--- src/hdl/pbsd_pkg.sv ---
// Shared types and constants for the PackBits scanline decoder.
// Used by the controller, the datapath and the top level; depends on nothing.
package pbsd_pkg;

    localparam int unsigned MAX_WIDTH = 32768;

    localparam logic [15:0] LINE_WIDTH_RST = 16'd32768;
    localparam logic [16:0] WIDTH_CAP      = 17'(MAX_WIDTH);
    localparam logic [7:0]  CTRL_NOP       = 8'h80;
    localparam logic [8:0]  REP_BASE       = 9'd257;

    localparam logic [1:0] ST_OK    = 2'd0;
    localparam logic [1:0] ST_CLIP  = 2'd1;
    localparam logic [1:0] ST_STRAY = 2'd2;

    typedef enum logic [3:0] {
        PH_IDLE = 4'b0001,
        PH_CTRL = 4'b0010,
        PH_LIT  = 4'b0100,
        PH_REP  = 4'b1000
    } phase_t;

    typedef enum logic [1:0] {
        S_RUN = 2'b01,
        S_REP = 2'b10
    } ctrl_state_t;

    typedef enum logic [2:0] {
        KIND_LINE,
        KIND_STRAY,
        KIND_CTRL,
        KIND_LIT,
        KIND_REP
    } kind_t;

    typedef struct packed {
        logic load_hold;
        logic step;
        logic rep_emit;
    } cmd_t;

    typedef struct packed {
        kind_t kind;
        logic  has_result;
        logic  run_final;
    } stat_t;

endpackage

--- src/hdl/pbsd_dp.sv ---
// Datapath of the PackBits scanline decoder: request holding register,
// scanline state, column and width checks, and the result register. Uses pbsd_pkg.
module pbsd_dp
    import pbsd_pkg::*;
(
    input  logic        clk,
    input  logic        rst_n,
    input  cmd_t        cmd,
    output stat_t       stat,
    input  logic        mode,
    input  logic [7:0]  packed_byte,
    input  logic [15:0] line_bytes,
    input  logic        cfg_valid,
    output logic        cfg_ready,
    input  logic [15:0] cfg_data,
    output logic [7:0]  first_byte,
    output logic [7:0]  second_byte,
    output logic [1:0]  byte_count,
    output logic [14:0] column,
    output logic        last,
    output logic        line_done,
    output logic [1:0]  status
);

    logic        mode_reg;
    logic [7:0]  byte_reg;
    logic [15:0] lb_reg;
    logic [7:0]  rep_byte_reg;

    phase_t      phase_reg, phase_next;
    logic [7:0]  run_reg, run_next;
    logic [15:0] budget_reg, budget_next;
    logic [15:0] col_reg, col_next;
    logic        done_reg, done_next;
    logic [15:0] width_reg;

    logic [7:0]  first_reg, first_next;
    logic [7:0]  second_reg, second_next;
    logic [1:0]  count_reg, count_next;
    logic [14:0] column_reg, column_next;
    logic        last_reg, last_next;
    logic        line_done_reg, line_done_next;
    logic [1:0]  status_reg, status_next;

    kind_t       kind;
    logic        done_now;
    logic [16:0] width_eff;
    logic        emit_two;
    logic [7:0]  emit_b;
    logic        fit_one;
    logic        fit_two;
    logic [1:0]  e_cnt;
    logic        e_clip;
    logic [16:0] col_sum;
    logic [15:0] col_adv;

    assign cfg_ready = 1'b1;

    assign width_eff = ({1'b0, width_reg} > WIDTH_CAP) ? WIDTH_CAP : {1'b0, width_reg};
    assign done_now  = (budget_reg == 16'd1);

    always_comb
    begin
        priority if (!mode_reg)
            kind = KIND_LINE;
        else if (phase_reg == PH_IDLE || budget_reg == 16'd0)
            kind = KIND_STRAY;
        else if (phase_reg == PH_CTRL)
            kind = KIND_CTRL;
        else if (phase_reg == PH_LIT)
            kind = KIND_LIT;
        else
            kind = KIND_REP;
    end

    always_comb
    begin
        stat.kind      = kind;
        stat.run_final = (run_reg <= 8'd2);
        unique case (kind)
            KIND_LINE:  stat.has_result = (lb_reg == 16'd0);
            KIND_STRAY: stat.has_result = 1'b1;
            KIND_CTRL:  stat.has_result = done_now;
            KIND_LIT:   stat.has_result = 1'b1;
            KIND_REP:   stat.has_result = 1'b0;
            default:    stat.has_result = 1'b0;
        endcase
    end

    // Bytes at or past the width in effect are dropped; the column still advances.
    assign emit_two = cmd.rep_emit && (run_reg >= 8'd2);
    assign emit_b   = cmd.rep_emit ? rep_byte_reg : byte_reg;
    assign fit_one  = ({1'b0, col_reg} < width_eff);
    assign fit_two  = fit_one && emit_two && (({1'b0, col_reg} + 17'd1) < width_eff);
    assign e_cnt    = fit_two ? 2'd2 : (fit_one ? 2'd1 : 2'd0);
    assign e_clip   = emit_two ? !fit_two : !fit_one;
    assign col_sum  = {1'b0, col_reg} + (emit_two ? 17'd2 : 17'd1);
    assign col_adv  = col_sum[16] ? 16'hFFFF : col_sum[15:0];

    always_comb
    begin
        phase_next     = phase_reg;
        run_next       = run_reg;
        budget_next    = budget_reg;
        col_next       = col_reg;
        done_next      = done_reg;
        first_next     = 8'd0;
        second_next    = 8'd0;
        count_next     = 2'd0;
        column_next    = col_reg[14:0];
        last_next      = 1'b1;
        line_done_next = 1'b0;
        status_next    = ST_OK;

        if (cmd.step)
        begin
            unique case (kind)
                KIND_LINE:
                begin
                    budget_next    = lb_reg;
                    col_next       = 16'd0;
                    run_next       = 8'd0;
                    phase_next     = (lb_reg == 16'd0) ? PH_IDLE : PH_CTRL;
                    column_next    = 15'd0;
                    line_done_next = 1'b1;
                end
                KIND_STRAY:
                begin
                    phase_next  = PH_IDLE;
                    status_next = ST_STRAY;
                end
                KIND_CTRL:
                begin
                    budget_next = budget_reg - 16'd1;
                    if (byte_reg < CTRL_NOP)
                    begin
                        run_next   = byte_reg + 8'd1;
                        phase_next = PH_LIT;
                    end
                    else if (byte_reg > CTRL_NOP)
                    begin
                        run_next   = 8'(REP_BASE - {1'b0, byte_reg});
                        phase_next = PH_REP;
                    end
                    if (done_now)
                    begin
                        run_next   = 8'd0;
                        phase_next = PH_IDLE;
                    end
                    line_done_next = 1'b1;
                end
                KIND_LIT:
                begin
                    budget_next    = budget_reg - 16'd1;
                    first_next     = fit_one ? emit_b : 8'd0;
                    count_next     = e_cnt;
                    status_next    = e_clip ? ST_CLIP : ST_OK;
                    line_done_next = done_now;
                    col_next       = col_adv;
                    run_next       = run_reg - 8'd1;
                    if (run_reg == 8'd1)
                        phase_next = PH_CTRL;
                    if (done_now)
                    begin
                        run_next   = 8'd0;
                        phase_next = PH_IDLE;
                    end
                end
                KIND_REP:
                begin
                    budget_next = budget_reg - 16'd1;
                    done_next   = done_now;
                end
                default:
                begin
                    phase_next = phase_reg;
                end
            endcase
        end
        else if (cmd.rep_emit)
        begin
            first_next     = fit_one ? emit_b : 8'd0;
            second_next    = fit_two ? emit_b : 8'd0;
            count_next     = e_cnt;
            status_next    = e_clip ? ST_CLIP : ST_OK;
            last_next      = stat.run_final;
            line_done_next = stat.run_final && done_reg;
            col_next       = col_adv;
            run_next       = run_reg - (emit_two ? 8'd2 : 8'd1);
            if (stat.run_final)
            begin
                run_next   = 8'd0;
                phase_next = done_reg ? PH_IDLE : PH_CTRL;
            end
        end
    end

    always_ff @(posedge clk or negedge rst_n)
    begin
        if (!rst_n)
        begin
            phase_reg  <= PH_IDLE;
            run_reg    <= 8'd0;
            budget_reg <= 16'd0;
            col_reg    <= 16'd0;
            done_reg   <= 1'b0;
            width_reg  <= LINE_WIDTH_RST;
        end
        else
        begin
            phase_reg  <= phase_next;
            run_reg    <= run_next;
            budget_reg <= budget_next;
            col_reg    <= col_next;
            done_reg   <= done_next;
            if (cfg_valid && cfg_ready)
                width_reg <= cfg_data;
        end
    end

    always_ff @(posedge clk)
    begin
        if (cmd.load_hold)
        begin
            mode_reg <= mode;
            byte_reg <= packed_byte;
            lb_reg   <= line_bytes;
        end
        if (cmd.step && kind == KIND_REP)
            rep_byte_reg <= byte_reg;
        if (cmd.step || cmd.rep_emit)
        begin
            first_reg     <= first_next;
            second_reg    <= second_next;
            count_reg     <= count_next;
            column_reg    <= column_next;
            last_reg      <= last_next;
            line_done_reg <= line_done_next;
            status_reg    <= status_next;
        end
    end

    assign first_byte  = first_reg;
    assign second_byte = second_reg;
    assign byte_count  = count_reg;
    assign column      = column_reg;
    assign last        = last_reg;
    assign line_done   = line_done_reg;
    assign status      = status_reg;

endmodule

--- src/hdl/pbsd_ctrl.sv ---
// Controller of the PackBits scanline decoder: request hold, result valid
// and the repeat-run sequencer. Uses pbsd_pkg; drives pbsd_dp through cmd_t.
module pbsd_ctrl
    import pbsd_pkg::*;
(
    input  logic  clk,
    input  logic  rst_n,
    input  logic  item_valid,
    output logic  item_ready,
    output logic  result_valid,
    input  logic  result_ready,
    input  stat_t stat,
    output cmd_t  cmd
);

    ctrl_state_t state_reg, state_next;
    logic        hold_reg, hold_next;
    logic        out_valid_reg, out_valid_next;
    logic        out_free;

    assign out_free = !out_valid_reg || result_ready;

    always_comb
    begin
        state_next     = state_reg;
        out_valid_next = out_valid_reg && !result_ready;
        cmd.step       = (state_reg == S_RUN) && hold_reg && out_free;
        cmd.rep_emit   = (state_reg == S_REP) && out_free;
        item_ready     = !hold_reg || cmd.step;
        cmd.load_hold  = item_valid && item_ready;
        hold_next      = cmd.load_hold ? 1'b1 : (cmd.step ? 1'b0 : hold_reg);

        unique case (state_reg)
            S_RUN:
            begin
                if (cmd.step)
                begin
                    out_valid_next = stat.has_result;
                    if (stat.kind == KIND_REP)
                        state_next = S_REP;
                end
            end
            S_REP:
            begin
                if (cmd.rep_emit)
                begin
                    out_valid_next = 1'b1;
                    if (stat.run_final)
                        state_next = S_RUN;
                end
            end
            default:
            begin
                state_next = S_RUN;
            end
        endcase
    end

    always_ff @(posedge clk or negedge rst_n)
    begin
        if (!rst_n)
        begin
            state_reg     <= S_RUN;
            hold_reg      <= 1'b0;
            out_valid_reg <= 1'b0;
        end
        else
        begin
            state_reg     <= state_next;
            hold_reg      <= hold_next;
            out_valid_reg <= out_valid_next;
        end
    end

    assign result_valid = out_valid_reg;

    a_no_overwrite: assert property (@(posedge clk) disable iff (!rst_n)
        (out_valid_reg && !result_ready) |-> (!cmd.step && !cmd.rep_emit))
        else $error("pending result overwritten");

    a_one_command: assert property (@(posedge clk) disable iff (!rst_n)
        !(cmd.step && cmd.rep_emit))
        else $error("step and repeat emit in the same cycle");

    a_rep_enter: assert property (@(posedge clk) disable iff (!rst_n)
        (cmd.step && stat.kind == KIND_REP) |=> (state_reg == S_REP && !result_valid))
        else $error("repeat run not entered");

    a_rep_leave: assert property (@(posedge clk) disable iff (!rst_n)
        (cmd.rep_emit && stat.run_final) |=> (state_reg == S_RUN && result_valid))
        else $error("repeat run did not end with a result");

endmodule

--- src/hdl/packbits_scanline_decoder.sv ---
// PackBits scanline decoder, top level.
// Instantiates pbsd_ctrl and pbsd_dp; uses pbsd_pkg.
//
// Requests enter on item_valid/item_ready: mode 0 starts a scanline with a
// packed byte budget in line_bytes, mode 1 carries one packed byte. Results
// leave on result_valid/result_ready with up to two expanded bytes each, their
// column, and last, line_done and status flags. The line width register is
// written through cfg_valid/cfg_ready/cfg_data, which is always ready.
//
// A request lands in a holding register and is worked on once the result
// register is free to take what it yields. A repeat value byte is taken in
// a step of its own and then yields ceil(k/2) results for a run of k bytes,
// because the single result register takes one pair per cycle while the
// receiver takes results.
//
// After reset no scanline is active, the width is 32768 and both channels are
// empty. When the receiver stalls, the result register holds its result and
// the holding register still takes one more request; after that item_ready
// stays low until the result is taken.
module packbits_scanline_decoder
    import pbsd_pkg::*;
(
    input  logic        clk,
    input  logic        rst_n,
    input  logic        item_valid,
    output logic        item_ready,
    input  logic        mode,
    input  logic [7:0]  packed_byte,
    input  logic [15:0] line_bytes,
    output logic        result_valid,
    input  logic        result_ready,
    output logic [7:0]  first_byte,
    output logic [7:0]  second_byte,
    output logic [1:0]  byte_count,
    output logic [14:0] column,
    output logic        last,
    output logic        line_done,
    output logic [1:0]  status,
    input  logic        cfg_valid,
    output logic        cfg_ready,
    input  logic [15:0] cfg_data
);

    cmd_t  cmd;
    stat_t stat;

    pbsd_ctrl u_ctrl (
        .clk          (clk),
        .rst_n        (rst_n),
        .item_valid   (item_valid),
        .item_ready   (item_ready),
        .result_valid (result_valid),
        .result_ready (result_ready),
        .stat         (stat),
        .cmd          (cmd)
    );

    pbsd_dp u_dp (
        .clk         (clk),
        .rst_n       (rst_n),
        .cmd         (cmd),
        .stat        (stat),
        .mode        (mode),
        .packed_byte (packed_byte),
        .line_bytes  (line_bytes),
        .cfg_valid   (cfg_valid),
        .cfg_ready   (cfg_ready),
        .cfg_data    (cfg_data),
        .first_byte  (first_byte),
        .second_byte (second_byte),
        .byte_count  (byte_count),
        .column      (column),
        .last        (last),
        .line_done   (line_done),
        .status      (status)
    );

endmodule
--- config.mk ---
export PLATFORM = sky130hd
export DESIGN_NAME = packbits_scanline_decoder
export DESIGN_NICKNAME = d
export VERILOG_FILES = /design/src/hdl/pbsd_pkg.sv /design/src/hdl/pbsd_dp.sv /design/src/hdl/pbsd_ctrl.sv /design/src/hdl/packbits_scanline_decoder.sv
export SDC_FILE = /design/constraint.sdc
export NUM_CORES = 1
export LEC_CHECK = 0
export BUFFER_PORTS_ARGS = -buffer_cell sky130_fd_sc_hd__buf_2
export CORE_UTILIZATION = 35
export CTS_BUF_LIST = sky130_fd_sc_hd__clkbuf_4
export CTS_CLUSTER_SIZE = 25
export DETAILED_ROUTE_END_ITERATION = 8
export PLACE_DENSITY_LB_ADDON = 0.05
export SYNTH_ARGS = -nofsm -noshare
export SYNTH_HDL_FRONTEND = slang
export SYNTH_SLANG_ARGS = --single-unit
--- constraint.sdc ---
create_clock -name clk -period 4.5 [get_ports clk]
set_input_delay 0.9 -clock clk [delete_from_list [all_inputs] [get_ports clk]]
set_output_delay 0.9 -clock clk [all_outputs]
set_load 0.03 [all_outputs]
# ---- Word-level counts from Yosys, hierarchy flattened
# Index checks and enable logic that the tools add are counted.
dict set report totals {
  wordCells 155
  output_inout_bits 40
  register_bits 135
}
dict set report classes {
  reduce_logical 37
  n_addsub 7
  magnitude_cmp 7
  n_eq_ne 20
  bitwise 2
  n_mux 62
}
# op count
set op_table {}
lappend op_table {{2-to-1 mux 8 bit} 12}
lappend op_table {{2-to-1 mux 16 bit} 4}
lappend op_table {{case mux 16 bit (2 select lines)} 2}
lappend op_table {{zero test 16 bit} 2}
lappend op_table {{2-to-1 mux 4 bit} 8}
lappend op_table {{2-to-1 mux 15 bit} 2}
lappend op_table {{2-to-1 mux 2 bit} 14}
lappend op_table {{case mux 8 bit (3 select lines)} 1}
lappend op_table {{adder 16 x 1 -> 17 bit (second input constant)} 1}
lappend op_table {{adder 16 x 17 -> 17 bit} 1}
lappend op_table {{< comparator 16 x 17 -> 1 bit} 1}
lappend op_table {{< comparator 17 bit} 1}
lappend op_table {{== test 16 x 1 -> 1 bit (second input constant)} 1}
lappend op_table {{greater-than comparator 16 bit (second input constant)} 1}
lappend op_table {{case mux 4 bit (4 select lines)} 1}
lappend op_table {{subtractor 16 x 1 -> 16 bit (second input constant)} 1}
lappend op_table {{2-to-1 mux 3 bit} 4}
lappend op_table {{logical AND 1 bit} 10}
lappend op_table {{!= test 5 bit (second input constant)} 2}
lappend op_table {{2-to-1 mux 1 bit} 9}
lappend op_table {{adder 8 x 1 -> 8 bit (second input constant)} 1}
lappend op_table {{== test 8 x 1 -> 1 bit (second input constant)} 1}
lappend op_table {{greater-or-equal comparator 8 x 2 -> 1 bit (second input constant)} 1}
lappend op_table {{greater-than comparator 8 bit (second input constant)} 1}
lappend op_table {{31 further kinds} 53}

# ---- Longest topological paths before layout
dict set report logic_depth {
  word_depth 11
  mapped_depth 14
  mapped_depth_nobuf 13
}

# ---- Cells and area by module
# Synthesis repeated with hierarchy kept, for this count alone.
dict set report unflattened {
  cells_unflattened 764
  area_unflattened_um2 8064.0
}
# module area_each_um2 n_inst cells_each seq_area_each_um2
set by_module_without_submodules {}
lappend by_module_without_submodules {pbsd_dp 7785.0 1 739 3631.0}
lappend by_module_without_submodules {pbsd_ctrl 279.0 1 25 101.3}

# ---- Worst setup path after synthesis
# Ideal clock, no wire load.
dict set report synth_timing {
  path_type {input -> register}
  from {in result_ready}
  to {reg u_dp.col_reg[15]}
  path_slack_ps 944
  n_path_buf 1
  setup_ps 77
  arrival_time_ps 3478
  path_stages 13
  path_cell_list {nand2b_1 > nand2_1 > buf_2 > a31oi_1 > inv_1 > ha_1 > inv_1 > fa_1 > or3_1 > nor2_2 > nor2_1 > a21o_1 > a21oi_1}
}
dict set report synth_between {
  elab_chain_len 8
  word_cells_on_any_way 13
}
# element line_no
set synth_rtl {}
lappend synth_rtl {{start, declared} packbits_scanline_decoder.sv:31} ;# input logic result_ready,
lappend synth_rtl {{logical OR 1 bit *} pbsd_ctrl.sv:21} ;# assign out_free = !out_valid_reg || result_ready;
lappend synth_rtl {{logical AND 1 bit} pbsd_ctrl.sv:28} ;# cmd.rep_emit = (state_reg == S_REP) && out_free;
lappend synth_rtl {{logical AND 1 bit} pbsd_dp.sv:91} ;# assign emit_two = cmd.rep_emit && (run_reg >= 8'd2);
lappend synth_rtl {{2-to-1 mux 2 bit} pbsd_dp.sv:97} ;# assign col_sum = {1'b0, col_reg} + (emit_two ? 17'd2 : 17'd1);
lappend synth_rtl {{adder 16 x 17 -> 17 bit} pbsd_dp.sv:97}
lappend synth_rtl {{2-to-1 mux 16 bit} pbsd_dp.sv:98} ;# assign col_adv = col_sum[16] ? 16'hFFFF : col_sum[15:0];
lappend synth_rtl {{case mux 16 bit (2 select lines) or 2-to-1 mux 16 bit (tied branches)} {pbsd_dp.sv:117, pbsd_dp.sv:180}}
lappend synth_rtl {{2-to-1 mux 16 bit} pbsd_dp.sv:115} ;# if (cmd.step)
lappend synth_rtl {{end signal, assigned} pbsd_dp.sv:214} ;# col_reg <= col_next;
lappend synth_rtl {{end, declared} pbsd_dp.sv:33} ;# logic [15:0] col_reg, col_next;
# Every way passes the cells marked *; elsewhere a longest branch is shown, timed or not. The select of a mux whose other input is x is not followed.
# A chain may end at the register's enable or synchronous reset.

# ---- Worst setup path in the final report
dict set report layout_timing {
  from {reg u_dp.run_reg[2]}
  to {reg u_dp.col_reg[15]}
}
dict set report layout_between {
  elab_chain_len 7
  word_cells_on_any_way 8
}
# element line_no
set layout_rtl {}
lappend layout_rtl {{start, declared} pbsd_dp.sv:31} ;# logic [7:0] run_reg, run_next;
lappend layout_rtl {{start signal, assigned} pbsd_dp.sv:212} ;# run_reg <= run_next;
lappend layout_rtl {{greater-or-equal comparator 8 x 2 -> 1 bit *} pbsd_dp.sv:91}
lappend layout_rtl {{logical AND 1 bit *} pbsd_dp.sv:91}
lappend layout_rtl {{2-to-1 mux 2 bit *} pbsd_dp.sv:97}
lappend layout_rtl {{adder 16 x 17 -> 17 bit *} pbsd_dp.sv:97}
lappend layout_rtl {{2-to-1 mux 16 bit *} pbsd_dp.sv:98}
lappend layout_rtl {{case mux 16 bit (2 select lines) or 2-to-1 mux 16 bit (tied branches)} {pbsd_dp.sv:117, pbsd_dp.sv:180}}
lappend layout_rtl {{2-to-1 mux 16 bit *} pbsd_dp.sv:115}
# Marked as above.

==> run_results.csv <==
group,metric,value,unit
outcome,status,"complete, but fails checks",
outcome,violations,"design-rule violations",
setup_path,worstPathRequired,4960,ps
synth,ys_warn_count,0,
cts,cts.hold.buffers_added,0,
sta,finalSetupTns,0,ps
synth,synthCells,752,
setup_path,path_class,"reg2reg",
synth,netlist_area,7780,sq um
pwr,cellLeakagePower,3.68,nW
floorplanning,coreArea,21800,sq um
floorplanning,dieArea,22800,sq um
pwr,power_density,598,nW/um^2
finish,multi_input_area,3820,sq um
drt,final_antenna_net_count,0,
sta,rsz0062_at_grt,"no",
finish,regArea,3730,sq um
sta,slew_violations,0,
floorplanning,io_pins,86,
sta,tightest_slew,1170,ps
floorplanning,initial_utilization,0.356,
setup_path,worstSetupStartpointType,"register",
grt,grt_pass1_vias,6168,
synth,synth_enable_flop_cells,70,
sta,max_freq,261,MHz
cts,post-cts-setup-buffers,0,
placed_design,io_buffer_count,84,
grt,grt_pass1_wl,32900,microns
finish,final_nets,927,
sta,fin_crit,3830,ps
sta,final-setup-viol-count,0,
cts,cts_num_sinks,135,
drt,viasPerCell,5.57,
floorplanning,fp-row-count,54,
cts,cts_root_buf,"clkbuf_4",
pwr,ir_drop,0.000368,V
cts,clockBufferDepth,2,
drt,finalWirelength,20500,microns
synth,seq_area_frac_synth,0.480,
placed_design,dpl.hpwl,14800,microns
synth,async_flop_share,0.481,
grt,grt-ovfl-total,0,
drt,drtIter0Drc,324,
drt,drc,1,
drt,via_count,6269,
placed_design,place_congestion,0.851,
cts,path_clk_slew,140,ps
grt,grt_busiest_layer,"met2",
grt,grt_use_met1,0.253,
sta,relSlewSlack,0.217,
cts,cts_resized,0,
sta,hold_ws,521,ps
drt,drtPass1Iterations,7,
cts,cts_made_buffers,17,
cts,insertion_delay,550,ps
synth,ys_types,71,
sta,hold_viol_final,0,
run,cap_violations,0,
drt,wire_per_inst,18.2,microns
sta,fin_crit_sh,0.851,
pwr,total_power,0.00528,W
floorplanning,die-width,151,microns
finish,syn_to_final_growth,13.6,%
grt,grt_max_degree,66,
synth,avgSynthCellArea,10.3,sq um
finish,drive_above_1_share,0.181,
setup_path,cp.arrival,4290,ps
setup_path,path_max_fanout,9,
floorplanning,dieHeight,151,microns
finish,num-fill-cells,2142,
sta,fin_worst_skew,24.3,ps
synth,synth_ff_type,"edfxtp_1",
grt,grtUsageTotal,0.189,
setup_path,crit_path_end_kind,"register",
worst_hold_path,hold_class,"in2reg",
cts,cts_max_level,4,
grt,antenna_found_initial,1,
grt,grtUsageMet3,0.0395,
cts,cts_tree,"built",
grt,met2_usage,0.307,
synth,syn_nets,847,
synth,synth_seq_cells,135,
-- cell usage in the layout, fill, tap and decap left out, types with 7 or more instances in the layout --
| cell type | count |
|---|---|
| nand4_1 | 12 |
| edfxtp_1 | 70 |
| a31oi_1 | 14 |
| o22ai_1 | 17 |
| clkbuf_4 | 18 |
| and4_1 | 7 |
| o21ai_0 | 28 |
| dfrtp_1 | 62 |
| nor4_1 | 15 |
| and2_1 | 20 |
| a21oi_1 | 52 |
| nor2_1 | 52 |
| nand2_1 | 62 |
| inv_1 | 25 |
| mux2i_1 | 16 |
| nand3_1 | 20 |
| ha_1 | 47 |
| mux2_2 | 16 |
| o22a_1 | 8 |
| xor2_1 | 10 |
| a21o_1 | 11 |
| xnor2_1 | 16 |
| buf_2 | 84 |
| nor3_1 | 39 |
-- per-stage QoR --
step | worst slack (ps) | instances | utilization | cell area (sq um)
after floorplan | 944 | 752 | - | 7780
after global placement | 696 | 1093 | 0.388 | 8470
after detailed placement | 578 | 1093 | 0.388 | 8470
after CTS | 687 | 1125 | 0.405 | 8830
after global routing | 371 | 1126 | 0.405 | 8830
final | 669 | 1126 | 0.405 | 8830
-- layout make-up --
| class | instances | area share |
|---|---|---|
| repair buffers | 90 | 0.0527 |
| diodes | 1 | 0.000283 |
| flip-flops and latches | 135 | 0.423 |
| clock buffers | 18 | 0.0153 |
| multi-input cells | 561 | 0.432 |
| clock inverters | 14 | 0.0261 |
| well taps | 280 | 0.0397 |
| inverters | 27 | 0.0115 |
-- critical path, stage by stage (launching register included) --
cell	delay, ps
dfrtp_1	500
nor3_1	540
a31oi_1	370
inv_1	290
ha_1	230
inv_1	60
fa_1	490
or3_1	500
nor2_2	310
nor2_1	110
a21o_1	190
a21oi_1	140
-- final timing paths --
kind / from / end / slack (ps) / cells past startpoint
worst min-delay path: line_bytes[2] / u_dp.lb_reg[2] / 520 / 1
min in group asynchronous: rst_n / u_dp.width_reg[7] / 560 / 2
max in group asynchronous: rst_n / u_dp.run_reg[4] / 3330 / 2
worst max-delay path: u_dp.run_reg[2] / u_dp.col_reg[15] / 670 / 11
worst min register to register: u_dp.done_reg / u_dp.done_reg / 520 / 1
worst max register to register: u_dp.run_reg[2] / u_dp.col_reg[15] / 670 / 11
-- logic make-up (layout without fill, tap and decap cells) --
group | count (synthesis) | after routing | share of synthesized area
fa+ha+maj | 49 | 49 | 0.0808
flops | 135 | 135 | 0.480
buf+inv | 56 | 149 | 0.0298
other cells | 1 | 2 | 0.000482
mux | 32 | 32 | 0.0438
compound gates | 187 | 187 | 0.157
simple gates | 266 | 266 | 0.179
xor+xnor | 26 | 26 | 0.0293
-- cells in the mapped netlist, drive strengths merged (14+ instances only) --
master,number,area share
a21oi,54,0.036
a31oi,14,0.011
and2,21,0.017
clkbuf,18,0.0087
dfrtp,62,0.20
edfxtp,70,0.27
ha,47,0.076
inv,26,0.013
mux2,16,0.023
mux2i,16,0.021
nand2,63,0.030
nand3,20,0.013
nor2,53,0.026
nor3,40,0.027
nor4,17,0.016
o21ai,35,0.023
o22ai,17,0.014
xnor2,16,0.018
-- layer usage --
metal  up-vias  share of wire
met2       155           0.48
met1      3086           0.46
met4         0          0.013
met3        24          0.045
met5         -              0
li1       3004              -
-- power by group --
part | total [W] | internal [W] | switching [W]
clock | 0.00103 | 0.000556 | 0.000473
combinational | 0.00221 | 0.000714 | 0.00150
sequential | 0.00205 | 0.00173 | 0.000318
total | 0.00528 | 0.00300 | 0.00229
(Power assumes the default switching activity.)
